--- src/hdl/dht_pkg.sv ---
`default_nettype none

package dht_pkg;

  // Field widths of the stream items
  localparam int unsigned KEY_W = 32;
  localparam int unsigned VAL_W = 32;
  localparam int unsigned OUT_W = 10;
  localparam int unsigned CNT_W = 11;

  // Stream packing: key, value in; collisions, slot, occupancy out
  localparam int unsigned IN_TDATA_W  = 64;
  localparam int unsigned OUT_TDATA_W = 32;

  // Remainder unit: key bits consumed per cycle and steps per key
  localparam int unsigned DIV_BITS  = 4;
  localparam int unsigned DIV_STEPS = KEY_W / DIV_BITS;
  localparam int unsigned DIV_CNT_W = $clog2(DIV_STEPS);

  // Commands from the controller to the datapath
  typedef struct packed {
    logic clr_step;    // clear one used bit, advance the clear address
    logic load;        // capture key and value, restart the remainder unit
    logic div_step;    // consume DIV_BITS key bits
    logic probe_init;  // first probe index and step from the remainders
    logic probe_adv;   // move to the next probe index
    logic store;       // write the entry, mark used, load the result
    logic full_out;    // load a table-full result
  } dht_cmd_t;

  // Status from the datapath to the controller
  typedef struct packed {
    logic clr_last;    // clear address at the last slot
    logic div_last;    // final remainder step this cycle
    logic slot_free;   // slot at the probe index is free
    logic probe_last;  // this probe is the last one allowed
    logic out_free;    // result register can take a new item
  } dht_stat_t;

endpackage

`default_nettype wire

--- src/hdl/dht_ctrl.sv ---
`default_nettype none

module dht_ctrl (
  input  wire logic                clk_i,
  input  wire logic                rst_ni,
  input  wire logic                in_valid_i,
  output logic                     in_ready_o,
  input  wire dht_pkg::dht_stat_t  stat_i,
  output dht_pkg::dht_cmd_t        cmd_o
);
  import dht_pkg::*;

  typedef enum logic [5:0] {
    S_CLEAR = 6'b000001,
    S_IDLE  = 6'b000010,
    S_DIV   = 6'b000100,
    S_INIT  = 6'b001000,
    S_RD    = 6'b010000,
    S_CHK   = 6'b100000
  } state_e;

  state_e state_q, state_d;

  always_comb begin
    state_d    = state_q;
    cmd_o      = '0;
    in_ready_o = 1'b0;
    unique case (state_q)
      S_CLEAR: begin
        cmd_o.clr_step = 1'b1;
        if (stat_i.clr_last) state_d = S_IDLE;
      end
      S_IDLE: begin
        in_ready_o = 1'b1;
        if (in_valid_i) begin
          cmd_o.load = 1'b1;
          state_d    = S_DIV;
        end
      end
      S_DIV: begin
        cmd_o.div_step = 1'b1;
        if (stat_i.div_last) state_d = S_INIT;
      end
      S_INIT: begin
        cmd_o.probe_init = 1'b1;
        state_d          = S_RD;
      end
      S_RD: begin
        // memory read of the probe slot is in flight
        state_d = S_CHK;
      end
      S_CHK: begin
        priority if (stat_i.slot_free) begin
          if (stat_i.out_free) begin
            cmd_o.store = 1'b1;
            state_d     = S_IDLE;
          end
        end else if (stat_i.probe_last) begin
          if (stat_i.out_free) begin
            cmd_o.full_out = 1'b1;
            state_d        = S_IDLE;
          end
        end else begin
          cmd_o.probe_adv = 1'b1;
          state_d         = S_RD;
        end
      end
      default: state_d = S_CLEAR;
    endcase
  end

  always_ff @(posedge clk_i or negedge rst_ni) begin
    if (!rst_ni) begin
      state_q <= S_CLEAR;
    end else begin
      state_q <= state_d;
    end
  end

  a_onehot_state: assert property (@(posedge clk_i) disable iff (!rst_ni)
    $onehot(state_q))
    else $error("controller state not one-hot");

  a_load_starts_div: assert property (@(posedge clk_i) disable iff (!rst_ni)
    cmd_o.load |=> state_q == S_DIV)
    else $error("accepted item did not start the remainder unit");

endmodule

`default_nettype wire

--- src/hdl/dht_datapath.sv ---
`default_nettype none

module dht_datapath #(
  parameter int unsigned TABLE_SLOTS = 1021
) (
  input  wire logic                          clk_i,
  input  wire logic                          rst_ni,
  input  wire dht_pkg::dht_cmd_t             cmd_i,
  output dht_pkg::dht_stat_t                 stat_o,
  input  wire logic [dht_pkg::KEY_W-1:0]     key_i,
  input  wire logic [dht_pkg::VAL_W-1:0]     value_i,
  output logic                               out_valid_o,
  input  wire logic                          out_ready_i,
  output logic [dht_pkg::OUT_W-1:0]          collisions_o,
  output logic [dht_pkg::OUT_W-1:0]          slot_o,
  output logic                               table_full_o,
  output logic [dht_pkg::OUT_W-1:0]          occupancy_o
);
  import dht_pkg::*;

  localparam int unsigned IW = $clog2(TABLE_SLOTS);
  localparam int unsigned RW = IW + 1;
  localparam int unsigned PW = $clog2(TABLE_SLOTS + 1);
  localparam logic [RW-1:0] SLOTS_R    = RW'(TABLE_SLOTS);
  localparam logic [RW-1:0] SLOTS_M1_R = RW'(TABLE_SLOTS - 1);
  localparam logic [IW-1:0] LAST_IDX   = IW'(TABLE_SLOTS - 1);
  localparam logic [PW-1:0] LAST_PROBE = PW'(TABLE_SLOTS - 1);
  localparam logic [OUT_W-1:0] FULL_COLL = OUT_W'(TABLE_SLOTS);

  // Table storage
  logic             used_mem [TABLE_SLOTS];
  logic [KEY_W-1:0] key_mem  [TABLE_SLOTS];
  logic [VAL_W-1:0] val_mem  [TABLE_SLOTS];
  logic             rd_used_q;

  logic [IW-1:0]        clr_addr_q;
  logic [KEY_W-1:0]     key_q;
  logic [VAL_W-1:0]     val_q;
  logic [KEY_W-1:0]     sh_q;
  logic [DIV_CNT_W-1:0] div_cnt_q;
  logic [RW-1:0]        rem_slots_q, rem_slots_d;
  logic [RW-1:0]        rem_step_q, rem_step_d;
  logic [IW-1:0]        idx_q;
  logic [IW-1:0]        step_q;
  logic [PW-1:0]        probes_q;
  logic [CNT_W-1:0]     used_cnt_q;
  logic [CNT_W-1:0]     used_cnt_inc;
  logic [RW-1:0]        idx_sum;
  logic [IW-1:0]        idx_next;
  logic                 wr_en;
  logic [IW-1:0]        wr_addr;

  // Remainder unit: DIV_BITS restoring steps per cycle for both moduli
  always_comb begin
    rem_slots_d = rem_slots_q;
    rem_step_d  = rem_step_q;
    for (int i = 0; i < int'(DIV_BITS); i++) begin
      rem_slots_d = {rem_slots_d[RW-2:0], sh_q[KEY_W-1-i]};
      if (rem_slots_d >= SLOTS_R) rem_slots_d = rem_slots_d - SLOTS_R;
      rem_step_d = {rem_step_d[RW-2:0], sh_q[KEY_W-1-i]};
      if (rem_step_d >= SLOTS_M1_R) rem_step_d = rem_step_d - SLOTS_M1_R;
    end
  end

  // Next probe index: sum stays below twice the slot count
  assign idx_sum  = {1'b0, idx_q} + {1'b0, step_q};
  assign idx_next = (idx_sum >= SLOTS_R) ? IW'(idx_sum - SLOTS_R) : IW'(idx_sum);

  assign used_cnt_inc = used_cnt_q + CNT_W'(1);

  always_ff @(posedge clk_i or negedge rst_ni) begin
    if (!rst_ni) begin
      clr_addr_q <= '0;
      div_cnt_q  <= '0;
      used_cnt_q <= '0;
      out_valid_o <= 1'b0;
    end else begin
      if (cmd_i.clr_step) clr_addr_q <= clr_addr_q + IW'(1);
      if (cmd_i.load) begin
        div_cnt_q <= '0;
      end else if (cmd_i.div_step) begin
        div_cnt_q <= div_cnt_q + DIV_CNT_W'(1);
      end
      if (cmd_i.store) used_cnt_q <= used_cnt_inc;
      if (cmd_i.store || cmd_i.full_out) begin
        out_valid_o <= 1'b1;
      end else if (out_ready_i) begin
        out_valid_o <= 1'b0;
      end
    end
  end

  always_ff @(posedge clk_i) begin
    if (cmd_i.load) begin
      key_q       <= key_i;
      val_q       <= value_i;
      sh_q        <= key_i;
      rem_slots_q <= '0;
      rem_step_q  <= '0;
    end else if (cmd_i.div_step) begin
      sh_q        <= sh_q << DIV_BITS;
      rem_slots_q <= rem_slots_d;
      rem_step_q  <= rem_step_d;
    end
    if (cmd_i.probe_init) begin
      idx_q    <= IW'(rem_slots_q);
      step_q   <= IW'(rem_step_q + RW'(1));
      probes_q <= '0;
    end else if (cmd_i.probe_adv) begin
      idx_q    <= idx_next;
      probes_q <= probes_q + PW'(1);
    end
    if (cmd_i.store) begin
      collisions_o <= OUT_W'(probes_q);
      slot_o       <= OUT_W'(idx_q);
      table_full_o <= 1'b0;
      occupancy_o  <= OUT_W'(used_cnt_inc);
    end else if (cmd_i.full_out) begin
      collisions_o <= FULL_COLL;
      slot_o       <= '0;
      table_full_o <= 1'b1;
      occupancy_o  <= OUT_W'(used_cnt_q);
    end
  end

  // Used-bit memory: one write port shared by the clear sweep and inserts
  assign wr_en   = cmd_i.clr_step | cmd_i.store;
  assign wr_addr = cmd_i.clr_step ? clr_addr_q : idx_q;

  always_ff @(posedge clk_i) begin
    if (wr_en) used_mem[wr_addr] <= cmd_i.store;
    rd_used_q <= used_mem[idx_q];
  end

  always_ff @(posedge clk_i) begin
    if (cmd_i.store) begin
      key_mem[idx_q] <= key_q;
      val_mem[idx_q] <= val_q;
    end
  end

  assign stat_o.clr_last   = (clr_addr_q == LAST_IDX);
  assign stat_o.div_last   = (div_cnt_q == DIV_CNT_W'(DIV_STEPS - 1));
  assign stat_o.slot_free  = ~rd_used_q;
  assign stat_o.probe_last = (probes_q == LAST_PROBE);
  assign stat_o.out_free   = ~out_valid_o | out_ready_i;

  a_store_needs_room: assert property (@(posedge clk_i) disable iff (!rst_ni)
    (cmd_i.store || cmd_i.full_out) |-> stat_o.out_free)
    else $error("result loaded over an untaken item");

  a_count_advances: assert property (@(posedge clk_i) disable iff (!rst_ni)
    cmd_i.store |=> used_cnt_q == $past(used_cnt_inc))
    else $error("occupancy count did not advance on insert");

endmodule

`default_nettype wire

--- src/hdl/double_hash_table_insert.sv ---
// Double-hashing insert into an open-addressed table of TABLE_SLOTS slots.
//
// Input channel (s_axis): one item is a key and a value. The first probe
// slot is key mod TABLE_SLOTS and the probe step is key mod (TABLE_SLOTS-1)
// plus one. The key and value are written to the first free slot found.
// Output channel (m_axis): one item per input, carrying the collision
// count, the chosen slot and the occupancy after the insert; tuser flags a
// full table (every allowed probe hit an occupied slot, nothing stored).
//
// Sequence: an accepted item passes through the remainder unit (4 key
// bits per cycle), then a step that sets up the first probe; each probe is
// then a registered read of the used-bit memory followed by the check.
// One item is in work at a time: the next item is taken the cycle after
// the result is loaded, so a new item is not accepted before the last
// one's result is loaded.
// Reset: the used-bit memory is swept clear after reset, one slot per
// cycle; s_axis_tready stays low meanwhile.
// Stall: a waiting result holds in the output register; the next item's
// result waits in the check step until that register is taken.
`default_nettype none

module double_hash_table_insert #(
  parameter int unsigned TABLE_SLOTS = 1021
) (
  input  wire logic                               clk_i,
  input  wire logic                               rst_ni,
  // s_axis_tdata: key [31:0], value [63:32]
  input  wire logic                               s_axis_tvalid,
  output logic                                    s_axis_tready,
  input  wire logic [dht_pkg::IN_TDATA_W-1:0]     s_axis_tdata,
  // m_axis_tdata: collisions [9:0], slot [19:10], occupancy [29:20], zero pad
  // m_axis_tuser: table_full [0]
  output logic                                    m_axis_tvalid,
  input  wire logic                               m_axis_tready,
  output logic [dht_pkg::OUT_TDATA_W-1:0]         m_axis_tdata,
  output logic                                    m_axis_tuser
);
  import dht_pkg::*;

  dht_cmd_t         cmd;
  dht_stat_t        stat;
  logic [OUT_W-1:0] collisions;
  logic [OUT_W-1:0] slot;
  logic [OUT_W-1:0] occupancy;

  // Sequencer: clear sweep, remainder steps, probe loop, result handoff
  dht_ctrl u_ctrl (
    .clk_i      (clk_i),
    .rst_ni     (rst_ni),
    .in_valid_i (s_axis_tvalid),
    .in_ready_o (s_axis_tready),
    .stat_i     (stat),
    .cmd_o      (cmd)
  );

  // Remainder unit, probe index arithmetic, table memories, result register
  dht_datapath #(
    .TABLE_SLOTS (TABLE_SLOTS)
  ) u_datapath (
    .clk_i        (clk_i),
    .rst_ni       (rst_ni),
    .cmd_i        (cmd),
    .stat_o       (stat),
    .key_i        (s_axis_tdata[KEY_W-1:0]),
    .value_i      (s_axis_tdata[KEY_W+VAL_W-1:KEY_W]),
    .out_valid_o  (m_axis_tvalid),
    .out_ready_i  (m_axis_tready),
    .collisions_o (collisions),
    .slot_o       (slot),
    .table_full_o (m_axis_tuser),
    .occupancy_o  (occupancy)
  );

  // Pack the result fields, lowest field first, zero-filled to 32 bits
  assign m_axis_tdata = {{(OUT_TDATA_W - 3 * OUT_W){1'b0}}, occupancy, slot, collisions};

endmodule

`default_nettype wire
--- config.mk ---
export PLATFORM = sky130hd
export DESIGN_NAME = double_hash_table_insert
export DESIGN_NICKNAME = d
export VERILOG_FILES = /design/src/hdl/dht_pkg.sv /design/src/hdl/dht_ctrl.sv /design/src/hdl/dht_datapath.sv /design/src/hdl/double_hash_table_insert.sv
export SDC_FILE = /design/constraint.sdc
export NUM_CORES = 2
export LEC_CHECK = 0
export BUFFER_PORTS_ARGS = -buffer_cell sky130_fd_sc_hd__buf_2
export CAP_MARGIN = 25
export CORE_UTILIZATION = 34
export CTS_CLUSTER_DIAMETER = 60
export DETAILED_ROUTE_END_ITERATION = 7
export GPL_TIMING_DRIVEN = 0
export PLACE_DENSITY = 0.45
export SETUP_SLACK_MARGIN = 0.1
export SLEW_MARGIN = 20
export SYNTH_ARGS = -nofsm -noshare
export SYNTH_HDL_FRONTEND = slang
export SYNTH_SLANG_ARGS = --single-unit
--- constraint.sdc ---
create_clock -name clk_i -period 24.5 [get_ports clk_i]
set_input_delay 1.225 -clock clk_i [delete_from_list [all_inputs] [get_ports clk_i]]
set_output_delay 1.225 -clock clk_i [all_outputs]
set_load 0.005 [all_outputs]
Word-level counts from Yosys, hierarchy flattened

Memories as Yosys holds them, arrays and structs flattened. A register that Yosys moved wholly into a read port is not among the register bits.
Index checks and enable logic that the tools add are counted.
Widths: inputs -> output; s select.

Flip-flop bits (word level): 144
Bits in writable memories: 1,021
Bits of input ports: 68
Output and inout bits: 35
Word-level logic and storage cells: 107
Memories: 1

Add/sub/neg operators: 15
Order comparisons: 9
Equality and inequality tests: 12
Mux-type cells: 46
Bitwise operators: 3
Reduce and logical (&&, ||, !) cells: 6

Memory list:

| name                | words | width | read ports | clocked after memory_dff | write ports | line               | text |
|---|---|---|---|---|---|---|---|
| u_datapath.used_mem | 1,021 | 1     | 1          | 1                        | 1           | dht_datapath.sv:31 | `logic used_mem [TABLE_SLOTS];` |

Operators by type and width:

| cell                   | count |
|---|---|
| $mux 10                | 18 |
| $ge 11x10->1 const B   | 9 |
| $sub 10x10->10 const B | 9 |
| $mux 32                | 2 |
| $mux 6                 | 6 |
| $pmux 6 s6             | 1 |
| $add 10x1->10 const B  | 3 |
| $eq 10x10->1 const B   | 2 |
| $mux 1                 | 16 |
| $add 10x10->11         | 1 |
| $add 11x1->11 const B  | 1 |
| $mux 3                 | 3 |
| $reduce_bool 2->1      | 4 |
| $eq 6x1->1 const B     | 1 |
| $eq 6x2->1 const B     | 1 |
| $eq 6x3->1 const B     | 1 |
| $eq 6x4->1 const B     | 1 |
| $eq 6x5->1 const B     | 1 |
| $eq 6x6->1 const B     | 1 |
| $ne 2x2->1 const B     | 3 |
| $add 3x1->3 const B    | 1 |
| $eq 3x3->1 const B     | 1 |
| $reduce_and 3->1       | 1 |
| $or 1x1->1             | 2 |
| other kinds (2)        | 2 |

Longest topological paths before layout

Depth after elaboration: 9
Mapped depth: 19
Mapped depth without buffers: 18

By module

A second synthesis with hierarchy kept.

Cells, all modules: 3,725
Area, all modules: 52,969.6 µm²

Modules (own cells, without submodules):

| module                   | times used | cells an instance | area each (µm²) | sequential area each (µm²) |
|---|---|---|---|---|
| dht_datapath             | 1          | 3,679             | 52,550.4        | 34,363.0 |
| dht_ctrl                 | 1          | 43                | 400.4           | 151.4 |
| double_hash_table_insert | 1          | 3                 | 18.8            | 0.0 |

Least setup slack after synthesis

No wires, ideal clock.

Path type: input -> register
Start point: input port m_axis_tready
End point: memory u_datapath.used_mem[0] (data pin)
Library setup time: 3.472 ns
Arrival: 17.156 ns
Data required time: 21.028 ns
Slack: 3.872 ns
Cell stages on the path: 4
Buffers on the path: 1
Path through: nand2b_1 nand2b_1 nor2_1 clkbuf_1

RTL lines:

| what            | line                           | text |
|---|---|---|
| start, declared | double_hash_table_insert.sv:34 | `input wire logic m_axis_tready,` |
| end, declared   | dht_datapath.sv:31             |  |

==> metrics.yaml <==
worst_setup_path:
  start_kind: "register"
  cp.required_ns: 25.15
  critPathMaxFanout: 10
  r2r_start: "u_datapath.idx_q[0]$_DFFE_PP_"
  critPathCaptureType: "register"
  ff2ff_setup_slack_ns: 18.87
  arrival_ns: 6.29
  path_class: "register to register"
  reg2reg_depth: 10
  r2r_end: "u_datapath.rd_used_q$_DFF_P_"
timing:
  slew_violations: 0
  period_share: 0.2300
  finalSetupViolCount: 0
  min_period_ns: 5.634
  fmax_ghz: 0.1775
  holdWs_ns: 0.4698
  worstMarginPinSlew_ns: 1.148
  hold_violations: 0
  fin_skew_ns: 0.04151
  slew_headroom: 0.2346
  rsz0062_at_grt: "no"
  finalSetupTns_ns: 0
place:
  dp_cells: 5927
  dp_hpwl_um: 123400
  postPlaceCellArea_mm2: 0.05710
  numPortBuffers: 68
  gp_congestion: 0.8463
synthesis:
  syn_avg_cell_area_um2: 14.04
  synthCells: 3753
  synth_flop_cell: "edfxtp_1"
  ys_seq_area_frac: 0.6552
  synthDistinctLibCells: 95
  ys.warnings.count: 0
  ys_ff_latch: 1165
  syn_area_mm2: 0.05268
  async_flop_share: 0.02575
  synth_edf_count: 1103
global_routing:
  grt_first_pass_wirelength_um: 256600
  grt_pass1_vias: 32669
  grt_usage: 0.2352
  grt_max_degree: 79
  grt-ovfl-total: 0
  antenna_found_initial: 7
finish:
  layoutNonFillerInstCount: 6183
  final_common_cell: "nor2_1"
  fillers: 14609
  stdcell_area_mm2: 0.06141
  area_delta_synth_final_pct: 16.58
  multi_input_area_mm2: 0.01685
  final_cell_mix: "nor2_1, edfxtp_1, mux4_2"
  num-nets-final: 4123
  layout-drive-gt1-share: 0.1977
  final-seq-area_mm2: 0.03451
min_path:
  min_delay_path_depth: 1
  hp-class: "register to register"
  hold_path_startpoint: "u_datapath.used_cnt_q[9]$_DFFE_PN0P_"
  holdPathEnd: "u_datapath.used_cnt_q[9]$_DFFE_PN0P_"
route:
  drtAntennaViolNets: 0
  drc_errors: 0
  via_per_inst: 5.471
  drt_iter0_drc: 4253
  dr.pass1.iters: 7
  routed_wl_um: 184900
  wl_per_cell_um: 29.91
  vias: 33829
die:
  die_y_um: 395.6
  start_util: 0.3424
  ios: 103
  dieWidth_um: 395.6
  row_count: 144
  die-area_mm2: 0.1565
  core_mm2: 0.1539
power_and_ir_drop:
  p_leak_nw: 21.59
  power_mw: 4.923
  p_per_area_mw_per_mm2: 80.16
  peakVddDrop_mv: 0.07227
run_status:
  outcome: "complete, no violations"
cts:
  cts_buffer_depth: 3
  cts_tree: "done"
  post_cts_buffers: 0
  clock-sinks: 1165
  cts_buffers: 139
  cts.repair.resized: 0
  path_clk_slew_ns: 0.06
  hold_buffers: 0
  clock_latency_ns: 0.80
  cts_root_buf: "clkbuf_16"
  htreeDepth: 4
run:
  max-cap-violations: 0
## where the power goes
part | internal [mW] | switching [mW] | leakage (nW) | total, mW
Sequential | 2.18 | 0.0273 | 13.2 | 2.21
Combinational | 0.186 | 0.558 | 6.31 | 0.744
Clock | 1.11 | 0.864 | 2.07 | 1.97
## kinds of logic after synthesis
family / Yosys count / synth area share
simple gates: 1564 / 0.1221
flops: 1165 / 0.6552
mux: 364 / 0.1499
buf+inv: 358 / 0.02599
compound gates: 194 / 0.02646
xor+xnor: 77 / 0.01309
fa+ha+maj: 30 / 0.007197
other cells: 1 / 0.00007119
## routing by layer
| layer | part of all wire | track usage | vias to the layer above |
|---|---|---|---|
| li1 | - | - | 14374 |
| met1 | 0.43 | 0.3283 | 17787 |
| met2 | 0.46 | 0.3637 | 1380 |
| met3 | 0.078 | 0.05125 | 288 |
| met4 | 0.033 | 0.07839 | 0 |
| met5 | 0 | 0 | - |
## flip-flops by register name (all words and copies together), names as in the netlist, 3 cells and up
register,flops
u_datapath.used_mem,1021
u_datapath.sh_q,32
u_datapath.clr_addr_q,10
u_datapath.collisions_o,10
u_datapath.idx_q,10
u_datapath.occupancy_o,10
u_datapath.probes_q,10
u_datapath.rem_slots_q,10
u_datapath.rem_step_q,10
u_datapath.slot_o,10
u_datapath.step_q,10
u_datapath.used_cnt_q,10
u_ctrl.state_q,6
u_datapath.div_cnt_q,3
## Yosys cell counts (12+ instances only)
| master | number | area share |
|---|---|---|
| a21oi_1 | 43 | 0.0041 |
| and2_1 | 19 | 0.0023 |
| and3_1 | 16 | 0.0019 |
| buf_1 | 85 | 0.0061 |
| clkbuf_1 | 225 | 0.016 |
| dfrtp_1 | 29 | 0.014 |
| dfxtp_1 | 32 | 0.012 |
| edfxtp_1 | 1103 | 0.63 |
| ha_1 | 27 | 0.0064 |
| inv_1 | 32 | 0.0023 |
| mux2i_1 | 16 | 0.0030 |
| mux4_2 | 339 | 0.14 |
| nand2_1 | 235 | 0.017 |
| nand3_1 | 57 | 0.0054 |
| nand4_1 | 18 | 0.0021 |
| nor2_1 | 1107 | 0.079 |
| nor2b_1 | 12 | 0.0014 |
| nor3_1 | 28 | 0.0027 |
| o21ai_0 | 36 | 0.0034 |
| or3_1 | 22 | 0.0026 |
| xnor2_1 | 44 | 0.0073 |
| xor2_1 | 31 | 0.0052 |
## through the flow
step | utilization | setup slack, ns
after floorplan | - | 3.872
after global placement | 0.3612 | -12.10
after detailed placement | 0.3711 | 18.89
after CTS | 0.3988 | 18.86
after global routing | 0.3991 | 18.67
final | 0.3991 | 18.87
## final cells by class
cell class	instances	area share
diodes	1	0.00004075
plain buffers	324	0.02213
clock buffers	183	0.06104
clock inverters	69	0.008374
inverters	34	0.002078
multi-input cells	2231	0.2744
flip-flops and latches	1165	0.5620
well taps	2044	0.04164
repair buffers	132	0.02828
## worst max-delay path: stages (launching register included)
cell and delay (ns):
edfxtp_1 0.38, clkbuf_1 0.46, clkbuf_1 0.49, buf_2 0.70, clkbuf_1 0.87, mux4_2 0.62
mux4_2 0.52, mux2i_1 0.23, a21oi_1 0.21, mux4_2 0.54, mux4_2 0.49
## worst max path at each step
stage	startpoint	end	slack (ns)
finish	u_datapath.idx_q[0]$_DFFE_PP_	u_datapath.rd_used_q$_DFF_P_	18.87
global route	u_datapath.idx_q[0]$_DFFE_PP_	u_datapath.rd_used_q$_DFF_P_	18.67
CTS	u_datapath.idx_q[0]$_DFFE_PP_	u_datapath.rd_used_q$_DFF_P_	18.86
detailed placement	u_datapath.idx_q[0]$_DFFE_PP_	u_datapath.rd_used_q$_DFF_P_	18.89
global placement	m_axis_tready	u_datapath.used_mem[362]$_DFFE_PP_	-12.10
floorplan	m_axis_tready	u_datapath.used_mem[0]$_DFFE_PP_	3.87
Note: power is estimated with default switching activity, not from simulation.
